$ cat config.mk
export PLATFORM = sky130hd
export DESIGN_NAME = animation_frame_index_select
export DESIGN_NICKNAME = d
export VERILOG_FILES = /design/src/hdl/afis_pkg.sv /design/src/hdl/afis_ctrl.sv /design/src/hdl/afis_datapath.sv /design/src/hdl/animation_frame_index_select.sv
export SDC_FILE = /design/constraint.sdc
export NUM_CORES = 2
export LEC_CHECK = 0
export ABC_AREA = 1
export BUFFER_PORTS_ARGS = -buffer_cell sky130_fd_sc_hd__buf_2
export CORE_UTILIZATION = 40
export DETAILED_ROUTE_END_ITERATION = 8
export GPL_ROUTABILITY_DRIVEN = 0
export SYNTH_ARGS = -nofsm -noshare
export SYNTH_HDL_FRONTEND = slang
export SYNTH_SLANG_ARGS = --single-unit
$ cat constraint.sdc
create_clock -name clk_i -period 12.3 [get_ports clk_i]
set_input_delay 1.23 -clock clk_i [delete_from_list [all_inputs] [get_ports clk_i]]
set_output_delay 1.23 -clock clk_i [all_outputs]
set_load 0.01 [all_outputs]
$ cat src/hdl/afis_pkg.sv
// Shared types and constants for the animation frame index selector.
// Used by afis_ctrl, afis_datapath and animation_frame_index_select.
// Depends on nothing else.
package afis_pkg;

  typedef enum logic [1:0] {
    ModeLoop     = 2'd0,
    ModeHold     = 2'd1,
    ModePingPong = 2'd2,
    ModePass     = 2'd3
  } end_mode_e;

  localparam logic [1:0] CfgStartFrame   = 2'd0;
  localparam logic [1:0] CfgPlaybackRate = 2'd1;
  localparam logic [1:0] CfgTextureCount = 2'd2;
  localparam logic [1:0] CfgEndMode      = 2'd3;

  localparam int unsigned RawW      = 31;
  localparam int unsigned RateW     = 24;
  localparam int unsigned RateFracW = 16;
  localparam int unsigned CountW    = 16;
  localparam int unsigned ProdW     = RawW + RateW;
  localparam int unsigned DivSteps  = RawW;
  localparam int unsigned DivCntW   = $clog2(DivSteps);

  localparam logic [RawW-1:0] RawMax = {RawW{1'b1}};

  typedef struct packed {
    logic capture;
    logic mul;
    logic sat;
    logic div_step;
    logic load_out;
  } afis_cmd_t;

  typedef struct packed {
    logic early;
    logic need_div;
    logic out_busy;
  } afis_sts_t;

endpackage

$ cat src/hdl/afis_ctrl.sv
// Controller state machine of the animation frame index selector.
// Sequences capture, multiply, saturate, divide and output load.
// Depends on afis_pkg.
module afis_ctrl (
  input  logic                clk_i,
  input  logic                rst_ni,
  input  logic                in_valid_i,
  output logic                in_stall_o,
  input  afis_pkg::afis_sts_t sts_i,
  output afis_pkg::afis_cmd_t cmd_o
);

  typedef enum logic [2:0] {
    StIdle,
    StMul,
    StSat,
    StDiv,
    StDone
  } state_e;

  state_e                       state_q;
  logic [afis_pkg::DivCntW-1:0] cnt_q;

  always_ff @(posedge clk_i or negedge rst_ni) begin
    if (!rst_ni) begin
      state_q <= StIdle;
      cnt_q   <= '0;
    end else begin
      case (state_q)
        StIdle: begin
          if (in_valid_i) begin
            state_q <= StMul;
          end
        end
        StMul: begin
          state_q <= StSat;
        end
        StSat: begin
          cnt_q <= '0;
          if (sts_i.need_div && !sts_i.early) begin
            state_q <= StDiv;
          end else begin
            state_q <= StDone;
          end
        end
        StDiv: begin
          cnt_q <= cnt_q + 1'b1;
          if (cnt_q == afis_pkg::DivCntW'(afis_pkg::DivSteps - 1)) begin
            state_q <= StDone;
          end
        end
        StDone: begin
          if (!sts_i.out_busy) begin
            state_q <= StIdle;
          end
        end
        default: begin
          state_q <= StIdle;
        end
      endcase
    end
  end

  assign in_stall_o = (state_q != StIdle);

  always_comb begin
    cmd_o          = '0;
    cmd_o.capture  = (state_q == StIdle) && in_valid_i;
    cmd_o.mul      = (state_q == StMul);
    cmd_o.sat      = (state_q == StSat);
    cmd_o.div_step = (state_q == StDiv);
    cmd_o.load_out = (state_q == StDone) && !sts_i.out_busy;
  end

endmodule

$ cat src/hdl/afis_datapath.sv
// Datapath of the animation frame index selector: configuration registers,
// rate multiplier, saturation, bit-serial divider and output register.
// Depends on afis_pkg.
module afis_datapath #(
  parameter int unsigned FRAME_FRAC_BITS = 16
) (
  input  logic                                clk_i,
  input  logic                                rst_ni,
  input  logic                                cfg_we_i,
  input  logic [1:0]                          cfg_index_i,
  input  logic [afis_pkg::RateW-1:0]          cfg_data_i,
  input  logic signed [31:0]                  frame_time_i,
  input  afis_pkg::afis_cmd_t                 cmd_i,
  output afis_pkg::afis_sts_t                 sts_o,
  output logic                                out_valid_o,
  input  logic                                out_stall_i,
  output logic [afis_pkg::RawW-1:0]           texture_index_o,
  output logic                                play_backward_o
);

  localparam int unsigned StartW = afis_pkg::CountW + FRAME_FRAC_BITS;
  localparam int unsigned CmpW   = (StartW > afis_pkg::RawW) ? StartW : afis_pkg::RawW;
  localparam int unsigned Shift  = FRAME_FRAC_BITS + afis_pkg::RateFracW;

  logic [afis_pkg::CountW-1:0] start_frame_q;
  logic [afis_pkg::RateW-1:0]  playback_rate_q;
  logic [afis_pkg::CountW-1:0] texture_count_q;
  afis_pkg::end_mode_e         end_mode_q;

  logic [afis_pkg::RawW-1:0]   frame_q;
  logic                        early_q;
  logic [afis_pkg::ProdW-1:0]  product_q;
  logic [afis_pkg::RawW-1:0]   raw_q;
  logic [afis_pkg::CountW-1:0] rem_q;
  logic [afis_pkg::RawW-1:0]   quo_q;
  logic                        dir_q;
  logic                        out_valid_q;
  logic [afis_pkg::RawW-1:0]   index_q;

  logic [StartW-1:0]           start_fx;
  logic                        after_start;
  logic                        early_d;
  logic [afis_pkg::ProdW-1:0]  product_d;
  logic [afis_pkg::ProdW-1:0]  shifted;
  logic [afis_pkg::RawW-1:0]   raw_d;
  logic [afis_pkg::CountW:0]   trial;
  logic                        trial_ge;
  logic [afis_pkg::CountW-1:0] rem_d;
  logic [afis_pkg::CountW-1:0] mirror;
  logic [afis_pkg::RawW-1:0]   index_d;
  logic                        dir_d;

  always_ff @(posedge clk_i or negedge rst_ni) begin
    if (!rst_ni) begin
      start_frame_q   <= '0;
      playback_rate_q <= afis_pkg::RateW'(65536);
      texture_count_q <= afis_pkg::CountW'(1);
      end_mode_q      <= afis_pkg::ModeLoop;
    end else if (cfg_we_i) begin
      case (cfg_index_i)
        afis_pkg::CfgStartFrame: begin
          start_frame_q <= cfg_data_i[afis_pkg::CountW-1:0];
        end
        afis_pkg::CfgPlaybackRate: begin
          playback_rate_q <= cfg_data_i;
        end
        afis_pkg::CfgTextureCount: begin
          texture_count_q <= cfg_data_i[afis_pkg::CountW-1:0];
        end
        afis_pkg::CfgEndMode: begin
          end_mode_q <= afis_pkg::end_mode_e'(cfg_data_i[1:0]);
        end
        default: begin
        end
      endcase
    end
  end

  assign start_fx    = StartW'(start_frame_q) << FRAME_FRAC_BITS;
  assign after_start = !frame_time_i[31]
                       && (CmpW'(frame_time_i[afis_pkg::RawW-1:0]) > CmpW'(start_fx));
  assign early_d     = !after_start || (texture_count_q <= afis_pkg::CountW'(1));

  assign product_d = {{afis_pkg::RateW{1'b0}}, frame_q}
                     * {{afis_pkg::RawW{1'b0}}, playback_rate_q};
  assign shifted   = product_q >> Shift;
  assign raw_d     = (|shifted[afis_pkg::ProdW-1:afis_pkg::RawW]) ? afis_pkg::RawMax
                                                                 : shifted[afis_pkg::RawW-1:0];

  assign trial    = {rem_q, quo_q[afis_pkg::RawW-1]};
  assign trial_ge = trial >= {1'b0, texture_count_q};
  assign rem_d    = trial_ge ? afis_pkg::CountW'(trial - {1'b0, texture_count_q})
                             : trial[afis_pkg::CountW-1:0];

  assign mirror = texture_count_q - rem_q - afis_pkg::CountW'(1);

  always_comb begin
    dir_d   = dir_q;
    index_d = '0;
    if (!early_q) begin
      case (end_mode_q)
        afis_pkg::ModeLoop: begin
          index_d = afis_pkg::RawW'(rem_q);
        end
        afis_pkg::ModeHold: begin
          if (raw_q >= afis_pkg::RawW'(texture_count_q)) begin
            index_d = afis_pkg::RawW'(texture_count_q - afis_pkg::CountW'(1));
          end else begin
            index_d = raw_q;
          end
        end
        afis_pkg::ModePingPong: begin
          dir_d   = quo_q[0];
          index_d = quo_q[0] ? afis_pkg::RawW'(mirror) : afis_pkg::RawW'(rem_q);
        end
        default: begin
          index_d = raw_q;
        end
      endcase
    end
  end

  always_ff @(posedge clk_i) begin
    if (cmd_i.capture) begin
      frame_q <= frame_time_i[afis_pkg::RawW-1:0];
      early_q <= early_d;
    end
    if (cmd_i.mul) begin
      product_q <= product_d;
    end
    if (cmd_i.sat) begin
      raw_q <= raw_d;
      quo_q <= raw_d;
      rem_q <= '0;
    end else if (cmd_i.div_step) begin
      quo_q <= {quo_q[afis_pkg::RawW-2:0], trial_ge};
      rem_q <= rem_d;
    end
    if (cmd_i.load_out) begin
      index_q <= index_d;
    end
  end

  always_ff @(posedge clk_i or negedge rst_ni) begin
    if (!rst_ni) begin
      dir_q       <= 1'b1;
      out_valid_q <= 1'b0;
    end else begin
      out_valid_q <= cmd_i.load_out || (out_valid_q && out_stall_i);
      if (cmd_i.load_out) begin
        dir_q <= dir_d;
      end
    end
  end

  assign sts_o.early    = early_q;
  assign sts_o.need_div = (end_mode_q == afis_pkg::ModeLoop)
                          || (end_mode_q == afis_pkg::ModePingPong);
  assign sts_o.out_busy = out_valid_q && out_stall_i;

  assign out_valid_o     = out_valid_q;
  assign texture_index_o = index_q;
  assign play_backward_o = dir_q;

endmodule

$ cat src/hdl/animation_frame_index_select.sv
// Animation frame index selector, top level. Depends on afis_pkg, afis_ctrl, afis_datapath.
// Loop and ping-pong modes pass each item through the 31-step bit-serial divider; hold, pass
// and early-exit cases skip it. A new frame time is accepted only once the previous result
// has been loaded into the output register.
// The output register frees the input side while a result waits to be taken.
// Reset: configuration returns to its defaults, direction to backward, no result pending.
module animation_frame_index_select #(
  parameter int unsigned FRAME_FRAC_BITS = 16
) (
  input  logic                       clk_i,
  input  logic                       rst_ni,
  input  logic                       cfg_we_i,
  input  logic [1:0]                 cfg_index_i,
  input  logic [afis_pkg::RateW-1:0] cfg_data_i,
  input  logic                       in_valid_i,
  output logic                       in_stall_o,
  input  logic signed [31:0]         frame_time_i,
  output logic                       out_valid_o,
  input  logic                       out_stall_i,
  output logic [afis_pkg::RawW-1:0]  texture_index_o,
  output logic                       play_backward_o
);

  afis_pkg::afis_cmd_t cmd;
  afis_pkg::afis_sts_t sts;

  afis_ctrl u_ctrl (
    .clk_i      (clk_i),
    .rst_ni     (rst_ni),
    .in_valid_i (in_valid_i),
    .in_stall_o (in_stall_o),
    .sts_i      (sts),
    .cmd_o      (cmd)
  );

  afis_datapath #(
    .FRAME_FRAC_BITS (FRAME_FRAC_BITS)
  ) u_datapath (
    .clk_i           (clk_i),
    .rst_ni          (rst_ni),
    .cfg_we_i        (cfg_we_i),
    .cfg_index_i     (cfg_index_i),
    .cfg_data_i      (cfg_data_i),
    .frame_time_i    (frame_time_i),
    .cmd_i           (cmd),
    .sts_o           (sts),
    .out_valid_o     (out_valid_o),
    .out_stall_i     (out_stall_i),
    .texture_index_o (texture_index_o),
    .play_backward_o (play_backward_o)
  );

endmodule

==> results.yml <==
run_status:
  outcome: "finished clean"
place:
  dp.cells: 5825
  placed_area_um2: 38300
  dp_hpwl_um: 81800
  portBuffers: 96
global_routing:
  antenna_found_initial: 1
  grt_start_max_net_pins: 54
  overflow: 0
  grt_util_all_layers_pct: 23.2
  grt_pass1_wl_um: 170000
  grt_pass1_vias: 30500
worst_setup_path:
  path_cells: "nand2_1 > fa_1 > fa_1 > inv_1 > fa_1 > fa_1 > fa_1 > fa_1 > inv_1 > fa_1 > inv_1 > ha_1 > nand2_1 > nor2_1 > inv_1 > nor2_1 > inv_1 > o21ai_0 > nand2_1 > nand4_1 > nand2_1"
  worst-path-buf-inv: 5
  cp_max_fo: 24
  path_class: "reg -> reg"
  crit_path_frequent_cell: "fa_1"
  critPathLaunch: "u_datapath.frame_q[22]"
  r2r-start: "u_datapath.frame_q[22]"
  slowest_delay_ns: 1.09
  slowest_stage: "edfxtp_1"
  crit_path_end_kind: "flip-flop"
  required_ns: 12.65
  rr_worst_depth: 21
  cp_top_family: "adder cells"
  start_kind: "flip-flop"
  cp.arrival_ns: 7.56
  rrSetupSlack_ns: 5.09
  r2r_end: "u_datapath.product_q[53]"
floorplan:
  dieArea_um2: 92800
  rows: 110
  io_pins: 97
  core_area_um2: 90400
  dieWidth_um: 305
  die_height_um: 305
  start_util_pct: 40.5
cells_and_area:
  final_cells: 5881
  final_common_cell: "inv_1"
  fill_cells: 9128
  postLayoutCellArea_um2: 39300
  area_growth_pct: 7.18
  final_nets: 5624
  drive_gt1_share_pct: 6.14
  diodes: 0
  final_cell_mix: "inv_1, nand2_1, fa_1"
timing:
  drv_slew: 0
  skew_ns: 0.0300
  fin_crit_sh_pct: 58.6
  min_period_ns: 7.21
  worst_pin_slew_ns: 1.23
  relSlewSlack_pct: 18.0
  rsz0062_at_grt: "no"
  final.setup.tns_ns: 0
  max_freq_mhz: 139
  setup_viol: 0
  hold_violations: 0
clocking:
  cts_setup_buffers: 0
  clkTransAtPathRegs_ns: 0.06
  cts.root.buffer_cell: "clkbuf_16"
  ctsHtreeMaxLevel: 1
  clock-sinks: 217
  numCtsBuffers: 30
  cts_tree: "yes"
  cts_resized: 0
  cts-hold-fix-buffers: 0
  clk_latency_ns: 0.63
  clockBufferDepth: 3
synth:
  synth-edff-count: 125
  ys_ff_latch: 217
  yosys_warnings: 0
  syn-cell-area_um2: 36700
  yosysSeqAreaShare_pct: 16.2
  synth_top_area_share_pct: 34.8
  synth_area_leaders: "fa_1, inv_1, nand2_1, edfxtp_1, ha_1"
  synth_cells: 4674
  synth_nets: 5617
  yosysTopAreaCell: "fa_1"
  synth-main-ff-cell: "edfxtp_1"
  syn_avg_cell_area_um2: 7.84
  synth_async_sr_flop_share_pct: 31.3
  synth_cell_type_count: 57
drt:
  ant_nets: 0
  drtIter0Drc: 2434
  drcViolationCount: 0
  vias: 29400
  drt-pass1-iter-count: 8
  routed_wirelength_um: 104000
  wl_per_cell_um: 17.7
  viasPerCell: 5.01
worst_hold_path:
  hold_end: "u_datapath.raw_q[9]"
  min_delay_path_depth: 0
  min_from: "u_datapath.product_q[41]"
  min_path_type: "reg -> reg"
job:
  max-cap-violations: 0
## registers in the layout, summed over array words and instances (netlist names), 2 cells and up
register and cells:
u_ctrl.cnt_q 5, u_ctrl.state_q 3, u_datapath.end_mode_q 2, u_datapath.frame_q 31, u_datapath.playback_rate_q 24, u_datapath.product_q 23, u_datapath.quo_q 31, u_datapath.raw_q 23
u_datapath.rem_q 16, u_datapath.start_frame_q 16, u_datapath.texture_count_q 16, u_datapath.texture_index_o 24
## area by class of cell
| class | instances | area, um^2 | area share, % |
|---|---|---|---|
| multi-input combinational | 2957 | 25000 | 63.7 |
| clock inverter | 24 | 211 | 0.538 |
| tap | 1176 | 1470 | 3.75 |
| sequential | 217 | 5950 | 15.1 |
| clock buffer | 32 | 758 | 1.93 |
| inverter | 1325 | 4970 | 12.7 |
| timing repair buffer | 150 | 888 | 2.26 |
## through the flow
stage	hold WS, ns	setup WS, ns	util [%]
after floorplan	0.422	6.30	-
after global placement	0.447	5.26	42.4
after detailed placement	0.446	5.32	42.4
after CTS	0.461	5.21	43.4
after global routing	0.471	4.81	43.4
final	0.457	5.09	43.4
## logic make-up after synthesis
kind of cell	after synthesis	synth area share, %
flip-flops	217	16.2
AND/OR/NAND/NOR	1680	18.6
buffers and inverters	1500	15.6
multiplexers	8	0.246
XOR/XNOR	32	0.765
adder cells (fa/ha/maj)	880	43.1
AO/OA/AOI/OAI	357	5.51
## routing by layer
layer | part of all wire, % | GRT usage (%)
met1 | 45 | 32.9
met2 | 44 | 36.6
met3 | 7.8 | 3.49
met4 | 3.1 | 6.93
met5 | 0 | 0
## synth_stat cells (all sizes together), types with 2 or more instances
cell type	n
a211oi	4
a21boi	3
a21o	9
a21oi	145
a31oi	7
buf	21
clkbuf	154
dfrtp	65
dfstp	3
dfxtp	24
edfxtp	125
fa	637
ha	243
inv	1324
mux2	8
nand2	1291
nand3	133
nand3b	2
nand4	31
nor2	181
nor3	25
nor4	12
o211ai	10
o21a	5
o21ai	140
o21bai	13
o22ai	15
or2	2
xnor2	10
xor2	22
## worst reg2reg max path: stages (launching register included)
cell,delay [ns]
edfxtp_1,1.09
nand2_1,0.18
fa_1,0.51
fa_1,0.55
inv_1,0.06
fa_1,0.48
fa_1,0.58
fa_1,0.46
fa_1,0.51
inv_1,0.06
fa_1,0.51
inv_1,0.06
ha_1,0.45
nand2_1,0.13
nor2_1,0.17
inv_1,0.10
nor2_1,0.23
inv_1,0.11
o21ai_0,0.30
nand2_1,0.16
nand4_1,0.13
nand2_1,0.08
## worst max-delay path by stage
stage / to / slack, ns / depth (start not counted)
2_1_floorplan: u_datapath.product_q[54] / 6.30 / 24
3_3_place_gp: u_datapath.product_q[53] / 5.26 / 21
3_5_place_dp: u_datapath.product_q[53] / 5.32 / 21
4_1_cts: u_datapath.product_q[53] / 5.21 / 21
5_1_grt: u_datapath.product_q[46] / 4.81 / 23
6_report: u_datapath.product_q[53] / 5.09 / 21
Power is left out: the tool's default activity adds up to more than one toggle a clock period on the data nets, which glitch-free logic cannot reach.
